File: src/pressure_sensor_compensation_core_assert.svh
// assertion macros for the pressure sensor compensation core
// no dependencies; SYNTH leaves the macros empty
`ifndef PRESSURE_SENSOR_COMPENSATION_CORE_ASSERT_SVH
`define PRESSURE_SENSOR_COMPENSATION_CORE_ASSERT_SVH
`ifndef SYNTH
`define PSC_ASSERT_IMPL(label, a, c) \
    label: assert property (@(posedge clk) disable iff (!rst_n) (a) |-> (c)) \
        else $error("assertion failed");
`define PSC_ASSERT_NEXT(label, a, c) \
    label: assert property (@(posedge clk) disable iff (!rst_n) (a) |=> (c)) \
        else $error("assertion failed");
`else
`define PSC_ASSERT_IMPL(label, a, c)
`define PSC_ASSERT_NEXT(label, a, c)
`endif
`endif

File: src/psc_pkg.sv
// shared types, opcodes and constants for the compensation core
// no dependencies
package psc_pkg;
    localparam int unsigned CFG_IDX_W = 2;
    localparam logic [1:0] REG_CAL_A = 2'd0;
    localparam logic [1:0] REG_CAL_B = 2'd1;
    localparam logic [1:0] REG_CAL_C = 2'd2;
    localparam logic [1:0] REG_OSS   = 2'd3;

    // datapath micro operations
    typedef enum logic [4:0] {
        OP_NOP    = 5'd0,
        OP_LOAD   = 5'd1,   // latch input, t0 = ut - ac6 or b6, up
        OP_T_MUL  = 5'd2,   // acc = t0 * ac5
        OP_T_X1   = 5'd3,   // x1 = acc >>> 15, den = x1 + md
        OP_DIV_S  = 5'd4,   // start signed divide num/den
        OP_T_B5   = 5'd5,   // b5 = x1 + q, result
        OP_P_SQ   = 5'd6,   // acc = b6*b6
        OP_P_SQS  = 5'd7,   // sq = acc >>> 12
        OP_P_M1   = 5'd8,   // acc = b2*sq
        OP_P_M1S  = 5'd9,   // x3 = acc >>> 11
        OP_P_M2   = 5'd10,  // acc = ac2*b6
        OP_P_B3   = 5'd11,  // b3
        OP_P_M3   = 5'd12,  // acc = ac3*b6
        OP_P_M3S  = 5'd13,  // x1 = acc >>> 13
        OP_P_M4   = 5'd14,  // acc = b1*sq
        OP_P_X3   = 5'd15,  // x3 = (x1 + acc>>>16 + 2) >>> 2
        OP_P_B4M  = 5'd16,  // acc = ac4*(x3+32768)
        OP_P_B4   = 5'd17,  // b4 = acc >> 15
        OP_P_B7M  = 5'd18,  // acc = (up-b3)*(50000>>oss)
        OP_DIV_U  = 5'd19,  // start unsigned divide
        OP_P_Q    = 5'd20,  // p from quotient
        OP_P_F1   = 5'd21,  // acc = (p>>>8)^2
        OP_P_F2   = 5'd22,  // acc = acc*3038 -> x1
        OP_P_F3   = 5'd23,  // acc = -7357*p
        OP_P_FIN  = 5'd24,  // final p
        OP_FAIL   = 5'd25   // divisor zero
    } op_t;

    typedef struct packed {
        op_t op;
    } psc_cmd_t;

    typedef struct packed {
        logic kind;
        logic div_busy;
        logic div_zero;
    } psc_stat_t;

    localparam logic signed [31:0] B6_OFS = 32'sd4000;
    localparam logic signed [31:0] C3038  = 32'sd3038;
    localparam logic signed [31:0] CM7357 = -32'sd7357;
    localparam logic signed [31:0] C3791  = 32'sd3791;
    localparam logic [31:0]        C50000 = 32'd50000;
    localparam logic [31:0]        C32768 = 32'd32768;
    localparam logic [31:0]        TOP    = 32'h8000_0000;
endpackage

File: src/psc_divider.sv
// radix-2 restoring divider, 32-bit unsigned, one quotient bit per cycle
// depends on psc_pkg
module psc_divider
    import psc_pkg::*;
(
    input  logic        clk,
    input  logic        rst_n,
    input  logic        start,
    input  logic [31:0] dividend,
    input  logic [31:0] divisor,
    output logic        busy,
    output logic [31:0] quotient
);
    logic [31:0] q_reg, q_next;
    logic [31:0] r_reg, r_next;
    logic [31:0] d_reg, d_next;
    logic [5:0]  cnt_reg, cnt_next;
    logic [32:0] trial;

    assign trial = {r_reg, q_reg[31]} - {1'b0, d_reg};

    always_comb
    begin
        q_next = q_reg;
        r_next = r_reg;
        d_next = d_reg;
        cnt_next = cnt_reg;
        if (start)
        begin
            q_next = dividend;
            r_next = '0;
            d_next = divisor;
            cnt_next = 6'd32;
        end
        else if (cnt_reg != 6'd0)
        begin
            cnt_next = cnt_reg - 6'd1;
            if (!trial[32])
            begin
                r_next = trial[31:0];
                q_next = {q_reg[30:0], 1'b1};
            end
            else
            begin
                r_next = {r_reg[30:0], q_reg[31]};
                q_next = {q_reg[30:0], 1'b0};
            end
        end
    end

    always_ff @(posedge clk or negedge rst_n)
    begin
        if (!rst_n)
            cnt_reg <= '0;
        else
            cnt_reg <= cnt_next;
    end

    always_ff @(posedge clk)
    begin
        q_reg <= q_next;
        r_reg <= r_next;
        d_reg <= d_next;
    end

    assign busy = (cnt_reg != 6'd0);
    assign quotient = q_reg;
endmodule

File: src/psc_datapath.sv
// compensation datapath: one shared multiplier, divider, working registers
// depends on psc_pkg, psc_divider and the assertion header
`include "pressure_sensor_compensation_core_assert.svh"
module psc_datapath
    import psc_pkg::*;
(
    input  logic               clk,
    input  logic               rst_n,
    input  psc_cmd_t           cmd,
    input  logic               kind,
    input  logic [23:0]        raw_value,
    input  logic [63:0]        cal_a,
    input  logic [63:0]        cal_b,
    input  logic [47:0]        cal_c,
    input  logic [1:0]         oss,
    output psc_stat_t          stat,
    output logic signed [31:0] res_value,
    output logic               res_error
);
    logic signed [31:0] ac1, ac2, ac3, b1, b2, mc, md;
    logic [31:0] ac4, ac5, ac6;
    logic        kind_reg;
    logic [31:0] up_reg, up_next;
    logic signed [31:0] t0_reg, t0_next;     // ut-ac6 or b6
    logic signed [31:0] x1_reg, x1_next;
    logic signed [31:0] x3_reg, x3_next;     // also den / b4
    logic signed [31:0] sq_reg, sq_next;
    logic signed [31:0] b3_reg, b3_next;
    logic signed [31:0] acc_reg, acc_next;
    logic signed [31:0] tt_reg, tt_next;
    logic signed [31:0] val_reg, val_next;
    logic        err_reg, err_next;
    logic        neg_reg, neg_next;
    logic signed [31:0] ma, mb;
    logic [63:0] prod;
    logic        div_start;
    logic [31:0] div_a, div_b, div_q;
    logic        div_busy;
    logic signed [31:0] tmp, num, pa;

    assign ac1 = 32'(signed'(cal_a[63:48]));
    assign ac2 = 32'(signed'(cal_a[47:32]));
    assign ac3 = 32'(signed'(cal_a[31:16]));
    assign ac4 = {16'd0, cal_a[15:0]};
    assign ac5 = {16'd0, cal_b[63:48]};
    assign ac6 = {16'd0, cal_b[47:32]};
    assign b1  = 32'(signed'(cal_b[31:16]));
    assign b2  = 32'(signed'(cal_b[15:0]));
    assign mc  = 32'(signed'(cal_c[31:16]));
    assign md  = 32'(signed'(cal_c[15:0]));
    assign num = mc <<< 11;
    assign pa  = val_reg >>> 8;

    // operand select for the shared multiplier
    always_comb
    begin
        ma = '0;
        mb = '0;
        unique case (cmd.op)
            OP_T_MUL: begin ma = t0_reg; mb = signed'(ac5); end
            OP_P_SQ:  begin ma = t0_reg; mb = t0_reg; end
            OP_P_M1:  begin ma = b2; mb = sq_reg; end
            OP_P_M2:  begin ma = ac2; mb = t0_reg; end
            OP_P_M3:  begin ma = ac3; mb = t0_reg; end
            OP_P_M4:  begin ma = b1; mb = sq_reg; end
            OP_P_B4M: begin ma = signed'(ac4); mb = x3_reg + signed'(C32768); end
            OP_P_B7M: begin ma = signed'(up_reg) - b3_reg; mb = signed'(C50000 >> oss); end
            OP_P_F1:  begin ma = pa; mb = pa; end
            OP_P_F2:  begin ma = acc_reg; mb = C3038; end
            OP_P_F3:  begin ma = CM7357; mb = val_reg; end
            default:  begin ma = '0; mb = '0; end
        endcase
    end
    assign prod = {32'd0, ma} * {32'd0, mb};

    always_comb
    begin
        up_next = up_reg; t0_next = t0_reg; x1_next = x1_reg; x3_next = x3_reg;
        sq_next = sq_reg; b3_next = b3_reg; acc_next = acc_reg; tt_next = tt_reg;
        val_next = val_reg; err_next = err_reg; neg_next = neg_reg;
        div_start = 1'b0; div_a = '0; div_b = '0; tmp = '0;
        unique case (cmd.op)
            OP_LOAD:
            begin
                err_next = 1'b0;
                up_next = {8'd0, raw_value} >> (4'd8 - {2'b0, oss});
                if (kind)
                    t0_next = tt_reg - B6_OFS;
                else
                    t0_next = signed'({16'd0, raw_value[15:0]}) - signed'(ac6);
            end
            OP_T_MUL, OP_P_SQ, OP_P_M1, OP_P_M2, OP_P_M3, OP_P_M4,
            OP_P_B4M, OP_P_B7M, OP_P_F1, OP_P_F3:
                acc_next = signed'(prod[31:0]);
            OP_P_F2:
                x1_next = signed'(prod[31:0]) >>> 16;
            OP_T_X1:
            begin
                x1_next = acc_reg >>> 15;
                x3_next = (acc_reg >>> 15) + md;
            end
            OP_DIV_S:
            begin
                div_start = 1'b1;
                neg_next = num[31] ^ x3_reg[31];
                div_a = num[31] ? -num : num;
                div_b = x3_reg[31] ? -x3_reg : x3_reg;
            end
            OP_T_B5:
            begin
                tmp = x1_reg + (neg_reg ? -signed'(div_q) : signed'(div_q));
                tt_next = tmp;
                val_next = (tmp + 32'sd8) >>> 4;
            end
            OP_P_SQS: sq_next = acc_reg >>> 12;
            OP_P_M1S: x3_next = acc_reg >>> 11;
            OP_P_B3:
            begin
                tmp = x3_reg + (acc_reg >>> 11);
                b3_next = (((ac1 <<< 2) + tmp) <<< oss) + 32'sd2 >>> 2;
            end
            OP_P_M3S: x1_next = acc_reg >>> 13;
            OP_P_X3:  x3_next = (x1_reg + (acc_reg >>> 16) + 32'sd2) >>> 2;
            // b4 is a logical shift, upper bits zero
            OP_P_B4:  x3_next = signed'({15'd0, acc_reg[31:15]});
            OP_DIV_U:
            begin
                div_start = 1'b1;
                div_a = (acc_reg[31]) ? acc_reg : {acc_reg[30:0], 1'b0};
                div_b = x3_reg;
                neg_next = acc_reg[31];
            end
            OP_P_Q:
                val_next = neg_reg ? signed'({div_q[30:0], 1'b0}) : signed'(div_q);
            OP_P_FIN:
                val_next = val_reg + ((x1_reg + (acc_reg >>> 16) + C3791) >>> 4);
            OP_FAIL:
            begin
                err_next = 1'b1;
                val_next = '0;
            end
            default: ;
        endcase
    end

    always_ff @(posedge clk or negedge rst_n)
    begin
        if (!rst_n)
        begin
            tt_reg <= '0;
            err_reg <= 1'b0;
            kind_reg <= 1'b0;
        end
        else
        begin
            tt_reg <= tt_next;
            err_reg <= err_next;
            if (cmd.op == OP_LOAD)
                kind_reg <= kind;
        end
    end

    always_ff @(posedge clk)
    begin
        up_reg <= up_next; t0_reg <= t0_next; x1_reg <= x1_next; x3_reg <= x3_next;
        sq_reg <= sq_next; b3_reg <= b3_next; acc_reg <= acc_next;
        val_reg <= val_next; neg_reg <= neg_next;
    end

    psc_divider u_div (
        .clk(clk), .rst_n(rst_n), .start(div_start), .dividend(div_a),
        .divisor(div_b), .busy(div_busy), .quotient(div_q)
    );

    assign stat.kind = kind_reg;
    assign stat.div_busy = div_busy;
    assign stat.div_zero = (x3_reg == 32'sd0);
    assign res_value = val_reg;
    assign res_error = err_reg;

    `PSC_ASSERT_IMPL(a_fail_zero, err_reg, val_reg == 32'sd0)
    `PSC_ASSERT_NEXT(a_div_busy, div_start, div_busy)
    `PSC_ASSERT_NEXT(a_tt_keep, cmd.op == OP_FAIL, tt_reg == $past(tt_reg))
endmodule

File: src/psc_ctrl.sv
// sequencer stepping the datapath through the compensation formulas
// depends on psc_pkg and the assertion header
`include "pressure_sensor_compensation_core_assert.svh"
module psc_ctrl
    import psc_pkg::*;
(
    input  logic      clk,
    input  logic      rst_n,
    input  logic      in_valid,
    output logic      in_ready,
    output logic      out_valid,
    input  logic      out_ready,
    input  psc_stat_t stat,
    output psc_cmd_t  cmd
);
    typedef enum logic [3:0] {
        S_IDLE = 4'b0001,
        S_RUN  = 4'b0010,
        S_WAIT = 4'b0100,
        S_DONE = 4'b1000
    } state_t;

    state_t state_reg, state_next;
    op_t    op_reg, op_next;

    assign in_ready  = (state_reg == S_IDLE);
    assign out_valid = (state_reg == S_DONE);

    always_comb
    begin
        state_next = state_reg;
        op_next = op_reg;
        cmd.op = OP_NOP;
        unique case (state_reg)
            S_IDLE:
            begin
                if (in_valid)
                begin
                    cmd.op = OP_LOAD;
                    state_next = S_RUN;
                    op_next = OP_NOP;
                end
            end
            S_RUN:
            begin
                if (op_reg == OP_NOP)
                    op_next = stat.kind ? OP_P_SQ : OP_T_MUL;
                else
                begin
                    cmd.op = op_reg;
                    priority case (op_reg)
                        OP_T_MUL: op_next = OP_T_X1;
                        OP_T_X1:  op_next = OP_DIV_S;
                        OP_DIV_S: if (stat.div_zero)
                                  begin
                                      cmd.op = OP_FAIL;
                                      state_next = S_DONE;
                                  end
                                  else
                                  begin
                                      op_next = OP_T_B5;
                                      state_next = S_WAIT;
                                  end
                        OP_T_B5:  state_next = S_DONE;
                        OP_P_SQ:  op_next = OP_P_SQS;
                        OP_P_SQS: op_next = OP_P_M1;
                        OP_P_M1:  op_next = OP_P_M1S;
                        OP_P_M1S: op_next = OP_P_M2;
                        OP_P_M2:  op_next = OP_P_B3;
                        OP_P_B3:  op_next = OP_P_M3;
                        OP_P_M3:  op_next = OP_P_M3S;
                        OP_P_M3S: op_next = OP_P_M4;
                        OP_P_M4:  op_next = OP_P_X3;
                        OP_P_X3:  op_next = OP_P_B4M;
                        OP_P_B4M: op_next = OP_P_B4;
                        OP_P_B4:  op_next = OP_P_B7M;
                        OP_P_B7M: op_next = OP_DIV_U;
                        OP_DIV_U: if (stat.div_zero)
                                  begin
                                      cmd.op = OP_FAIL;
                                      state_next = S_DONE;
                                  end
                                  else
                                  begin
                                      op_next = OP_P_Q;
                                      state_next = S_WAIT;
                                  end
                        OP_P_Q:   op_next = OP_P_F1;
                        OP_P_F1:  op_next = OP_P_F2;
                        OP_P_F2:  op_next = OP_P_F3;
                        OP_P_F3:  op_next = OP_P_FIN;
                        OP_P_FIN: state_next = S_DONE;
                        default:  state_next = S_DONE;
                    endcase
                end
            end
            S_WAIT:
            begin
                if (!stat.div_busy)
                    state_next = S_RUN;
            end
            S_DONE:
            begin
                if (out_ready)
                    state_next = S_IDLE;
            end
            default: state_next = S_IDLE;
        endcase
    end

    always_ff @(posedge clk or negedge rst_n)
    begin
        if (!rst_n)
        begin
            state_reg <= S_IDLE;
            op_reg <= OP_NOP;
        end
        else
        begin
            state_reg <= state_next;
            op_reg <= op_next;
        end
    end

    `PSC_ASSERT_IMPL(a_onehot, 1'b1, $onehot(state_reg))
    `PSC_ASSERT_IMPL(a_excl, in_ready, !out_valid)
    `PSC_ASSERT_NEXT(a_hold, out_valid && !out_ready, out_valid)
endmodule

File: src/pressure_sensor_compensation_core.sv
// top level of the pressure sensor compensation core
// depends on psc_pkg, psc_ctrl, psc_datapath
//
// channel   dir  handshake            payload
// input     in   in_valid/in_ready    kind, raw_value
// result    out  out_valid/out_ready  result_kind, value, error
// config    in   cfg_we               cfg_index, cfg_data
//
// one item at a time; the run time of both temperature and pressure is set
// by the serial divider and the shared multiplier
// reset clears configuration, the stored b5 term and the sequencer
// a result holds until out_ready; no new item is taken meanwhile
module pressure_sensor_compensation_core
    import psc_pkg::*;
(
    input  logic               clk,
    input  logic               rst_n,
    input  logic               in_valid,
    output logic               in_ready,
    input  logic               kind,
    input  logic [23:0]        raw_value,
    output logic               out_valid,
    input  logic               out_ready,
    output logic               result_kind,
    output logic signed [31:0] value,
    output logic               error,
    input  logic               cfg_we,
    input  logic [1:0]         cfg_index,
    input  logic [63:0]        cfg_data
);
    logic [63:0] cal_a_reg, cal_b_reg;
    logic [47:0] cal_c_reg;
    logic [1:0]  oss_reg;
    psc_cmd_t    cmd;
    psc_stat_t   stat;

    always_ff @(posedge clk or negedge rst_n)
    begin
        if (!rst_n)
        begin
            cal_a_reg <= '0;
            cal_b_reg <= '0;
            cal_c_reg <= '0;
            oss_reg <= '0;
        end
        else if (cfg_we)
        begin
            unique case (cfg_index)
                REG_CAL_A: cal_a_reg <= cfg_data;
                REG_CAL_B: cal_b_reg <= cfg_data;
                REG_CAL_C: cal_c_reg <= cfg_data[47:0];
                REG_OSS:   oss_reg <= cfg_data[1:0];
                default: ;
            endcase
        end
    end

    psc_ctrl u_ctrl (
        .clk(clk), .rst_n(rst_n), .in_valid(in_valid), .in_ready(in_ready),
        .out_valid(out_valid), .out_ready(out_ready), .stat(stat), .cmd(cmd)
    );

    psc_datapath u_dp (
        .clk(clk), .rst_n(rst_n), .cmd(cmd), .kind(kind), .raw_value(raw_value),
        .cal_a(cal_a_reg), .cal_b(cal_b_reg), .cal_c(cal_c_reg), .oss(oss_reg),
        .stat(stat), .res_value(value), .res_error(error)
    );

    assign result_kind = stat.kind;
endmodule
File: config.mk
export PLATFORM = sky130hd
export DESIGN_NAME = pressure_sensor_compensation_core
export DESIGN_NICKNAME = d
export VERILOG_FILES = /design/src/psc_pkg.sv /design/src/psc_divider.sv /design/src/psc_datapath.sv /design/src/psc_ctrl.sv /design/src/pressure_sensor_compensation_core.sv
export VERILOG_INCLUDE_DIRS = /design/src /design/src/src
export SDC_FILE = /design/constraint.sdc
export NUM_CORES = 2
export LEC_CHECK = 0
export ABC_AREA = 1
export BUFFER_PORTS_ARGS = -buffer_cell sky130_fd_sc_hd__buf_2
export CORE_MARGIN = 4
export CORE_UTILIZATION = 45
export DETAILED_ROUTE_END_ITERATION = 10
export MAX_ROUTING_LAYER = met4
export SLEW_MARGIN = 40
export SYNTH_ARGS = -nofsm -noshare
export SYNTH_HDL_FRONTEND = slang
export SYNTH_SLANG_ARGS = --single-unit
File: constraint.sdc
create_clock -name clk -period 8.6 [get_ports clk]
set_input_delay 0 -clock clk [delete_from_list [all_inputs] [get_ports clk]]
set_output_delay 0 -clock clk [all_outputs]
set_load 0.01 [all_outputs]
==> results.py <==
metrics = {
    "yosys": {
        "async_flop_share": 0.4004,
        "yosys_register_bits": 527,
        "synth-edff-count": 284,
        "synth.avg_cell_area_um2": 7.435,
        "yosys_most_used_dff": "edfxtp_1",
        "yosys_warnings": 0,
        "ys_types": 74,
        "synth-seq-area-share": 0.2541,
        "netlist_area_um2": 56870,
        "synth_cells": 7648,
    },
    "grt": {
        "grt_pass1_vias": 55820,
        "grt_pass1_wl_mm": 374.1,
        "grt_antenna_before_repair": 20,
        "grt_overflow": 0,
        "grt_usage": 0.4005,
        "grt_max_degree": 121,
    },
    "timing": {
        "worst_pin_slew_ns": 0.9859,
        "final_hold_viol_count": 0,
        "period_share": 1.095,
        "timing.fmax_ghz": 0.1062,
        "relSlewSlack": 0.3358,
        "setup_violations": 31,
        "layout_setup_ws_ns": -0.8132,
        "maxSlewViolCount": 0,
        "rsz0062_at_grt": "yes",
        "period_minus_slack_ns": 9.413,
        "clock_skew_ns": 0.04103,
    },
    "worst_setup_path": {
        "critPathRequiredTime_ns": 9.04,
        "cp_max_fo": 6,
        "worstPathArrival_ns": 9.85,
        "worst_setup_path_start_kind": "flop",
        "r2r_start": "u_dp.x3_reg[1]",
        "r2r-end": "u_dp.x1_reg[30]",
        "reg2reg_slack_ns": -0.81,
        "timing.critical_path.from": "u_dp.x3_reg[1]",
        "slowest_delay_ns": 0.55,
        "critical_path.slowest_cell": "fa_1",
        "worstSetupPathType": "reg -> reg",
        "crit_end": "u_dp.x1_reg[30]",
        "ff2ff_path_depth": 50,
        "cp-end-kind": "flop",
    },
    "detailed_routing": {
        "vias_per_cell": 5.525,
        "drtPass1Iterations": 6,
        "drt_iter0_drc": 6103,
        "wl_per_cell_um": 24.85,
        "vias": 57650,
        "ant_nets": 0,
        "drc": 0,
        "totalWireLength_mm": 259.3,
    },
    "clock_network": {
        "cts_buffer_depth": 3,
        "cts.sinks": 527,
        "cts_made_buffers": 67,
        "cts_tree": "yes",
        "ctsRootBufferMaster": "clkbuf_16",
        "clk_latency_ns": 0.69,
        "cts_max_level": 3,
        "clk_pin_slew_worst_paths_ns": 0.06,
    },
    "hold_path": {
        "hp-class": "in -> reg",
        "min_from": "raw_value[13]",
    },
    "pwr": {
        "p_per_area_nw_per_um2": 200.6,
        "power_frac_clock": 0.200,
        "p_switching_mw": 6.856,
        "seq_power_share": 0.269,
        "p_leak_nw": 36.19,
        "peakVddDrop_mv": 0.3403,
        "p_sw_frac": 0.4680,
        "combinationalPowerShare": 0.532,
        "internal_power_mw": 7.794,
    },
    "finish": {
        "sequential_cell_area_um2": 14450,
        "final_util": 0.5817,
        "final_cell_mix": "1789 x nand2_1, 1305 x inv_1, 810 x buf_4",
        "layout_commonest_cell": "nand2_1",
        "syn_to_final_growth_pct": 28.44,
        "nets": 9597,
        "layout-drive-gt1-share": 0.2009,
        "design_area_um2": 73040,
        "fill_cells": 11670,
        "multi_input_area_um2": 38240,
    },
    "floorplanning": {
        "core_um2": 125600,
        "rows": 130,
        "io_pins": 132,
        "start_util": 0.4529,
        "chipWidth_um": 363.5,
        "die_h_um": 363.5,
        "dieArea_um2": 132100,
    },
    "place": {
        "placed_area_um2": 65880,
        "gp_congestion": 1.131,
        "preCtsSetupSlack_ns": -1.436,
        "dp_hpwl_mm": 211.6,
        "portBuffers": 131,
    },
    "outcome": {
        "violations": "setup timing",
        "status": "complete, but fails checks",
    },
    "run": {
        "maxCapViolations": 0,
    },
}
cell type report:
| cell class | instances | area share |
|---|---|---|
| Tap cell | 1650 | 0.02827 |
| Multi-Input combinational cell | 5474 | 0.5236 |
| Antenna cell | 16 | 0.0005482 |
| Inverter | 1411 | 0.07335 |
| Timing Repair Buffer | 1236 | 0.1461 |
| Sequential cell | 527 | 0.1979 |
| Clock buffer | 87 | 0.02511 |
| Clock inverter | 34 | 0.005156 |
metrics by stage:
stage | hold WS, ns | std cells | TNS (ns) | total power [mW]
2_1_floorplan | -0.2956 | 7651 | -0.06442 | 7.940
3_3_place_gp | 0.02223 | 10020 | -27.68 | 11.15
3_5_place_dp | 0.02853 | 10020 | -31.69 | 11.22
4_1_cts | 0.0005980 | 10390 | -9.414 | 14.43
5_1_grt | 0.06282 | 10430 | -21.90 | 15.51
6_report | 0.02463 | 10440 | -13.50 | 14.65
power by group through the flow:
stage | Clock, mW | Sequential [mW] | Combinational [mW]
2_1_floorplan | 0 | 3.71 | 4.23
3_3_place_gp | 0 | 3.94 | 7.21
3_5_place_dp | 0 | 3.94 | 7.28
4_1_cts | 2.95 | 3.90 | 7.57
5_1_grt | 3.05 | 3.97 | 8.49
6_report | 2.92 | 3.94 | 7.79
critical path, delay by kind of cell (launching register included):
family | cells | cell delay (ns)
buffers and inverters | 16 | 1.86
xor gates and xnor gates | 1 | 0.21
adders and majority gates | 10 | 4.13
AOI/OAI and AO/OA | 5 | 0.86
DFF | 1 | 0.41
and+or+nand+nor | 18 | 1.67
logic make-up after synthesis:
kind of cell / Yosys count / synth area share
DFF: 527 / 0.2541
buffers and inverters: 1650 / 0.1108
xor gates and xnor gates: 315 / 0.04852
muxes: 6 / 0.001056
other: 1 / 0.00006594
AOI/OAI and AO/OA: 1240 / 0.1242
and+or+nand+nor: 3125 / 0.2301
adders and majority gates: 784 / 0.2311
cell usage after synthesis (6+ instances only):
library cell  instances  area share
clkinv_1              7     0.00046
nand4_1              99       0.011
o21ai_0             563       0.050
dfrtp_1             210       0.092
nor2_1              665       0.044
or2_2                14      0.0015
nand2_2               9     0.00099
edfxtp_1            284        0.15
a21oi_1             330       0.029
a211oi_1              6     0.00079
buf_4                11      0.0015
nor4_1               17      0.0019
o31ai_1              12      0.0016
o22ai_1              44      0.0048
a21boi_0             16      0.0021
buf_1                15     0.00099
nand2_1            1852        0.12
and2_1                8     0.00088
dfxtp_1              32       0.011
inv_2                13     0.00086
o21bai_1             32      0.0042
nor2_2               13      0.0014
nand3_2              16      0.0028
o211ai_1             89       0.012
nor3_1               79      0.0070
nand3_1             295       0.026
o21ai_1              12      0.0011
fa_1                444        0.16
mux2i_1               6      0.0011
xnor2_1              77       0.012
clkbuf_1            183       0.012
xor2_1              238       0.037
nand3b_1             25      0.0033
a31oi_1              25      0.0028
o221ai_1             39      0.0060
ha_1                340       0.075
a22oi_1              19      0.0025
buf_2                24      0.0021
inv_1              1391       0.092
o21a_1               13      0.0017
worst min path at each step:
stage | endpoint | slack (ns) | depth (start not counted)
floorplan | cal_a_reg[0] | -0.30 | 0
global placement | u_dp.tt_reg[14] | 0.02 | 1
detailed placement | u_dp.tt_reg[12] | 0.03 | 1
CTS | u_dp.up_reg[5] | 0.0006 | 7
global route | u_dp.t0_reg[3] | 0.06 | 4
finish | u_dp.up_reg[5] | 0.02 | 7
what timing repair did:
item	in CTS	in global routing
pin swaps	263	59
cloned	2	0
buffers inserted	134	29
endpoints found under the hold margin	299	0
setup endpoints to repair	36	36
hold buffers	121	0
gates resized for setup	497	118
metal layers:
metal	routed length, µm	up-vias	GRT usage
li1	-	26580	-
met3	19520	499	0.05423
met1	110800	28110	0.5338
met4	16110	0	0.1967
met5	0	-	-
met2	112900	2465	0.6024
Note: power is estimated with default switching activity, not from simulation.
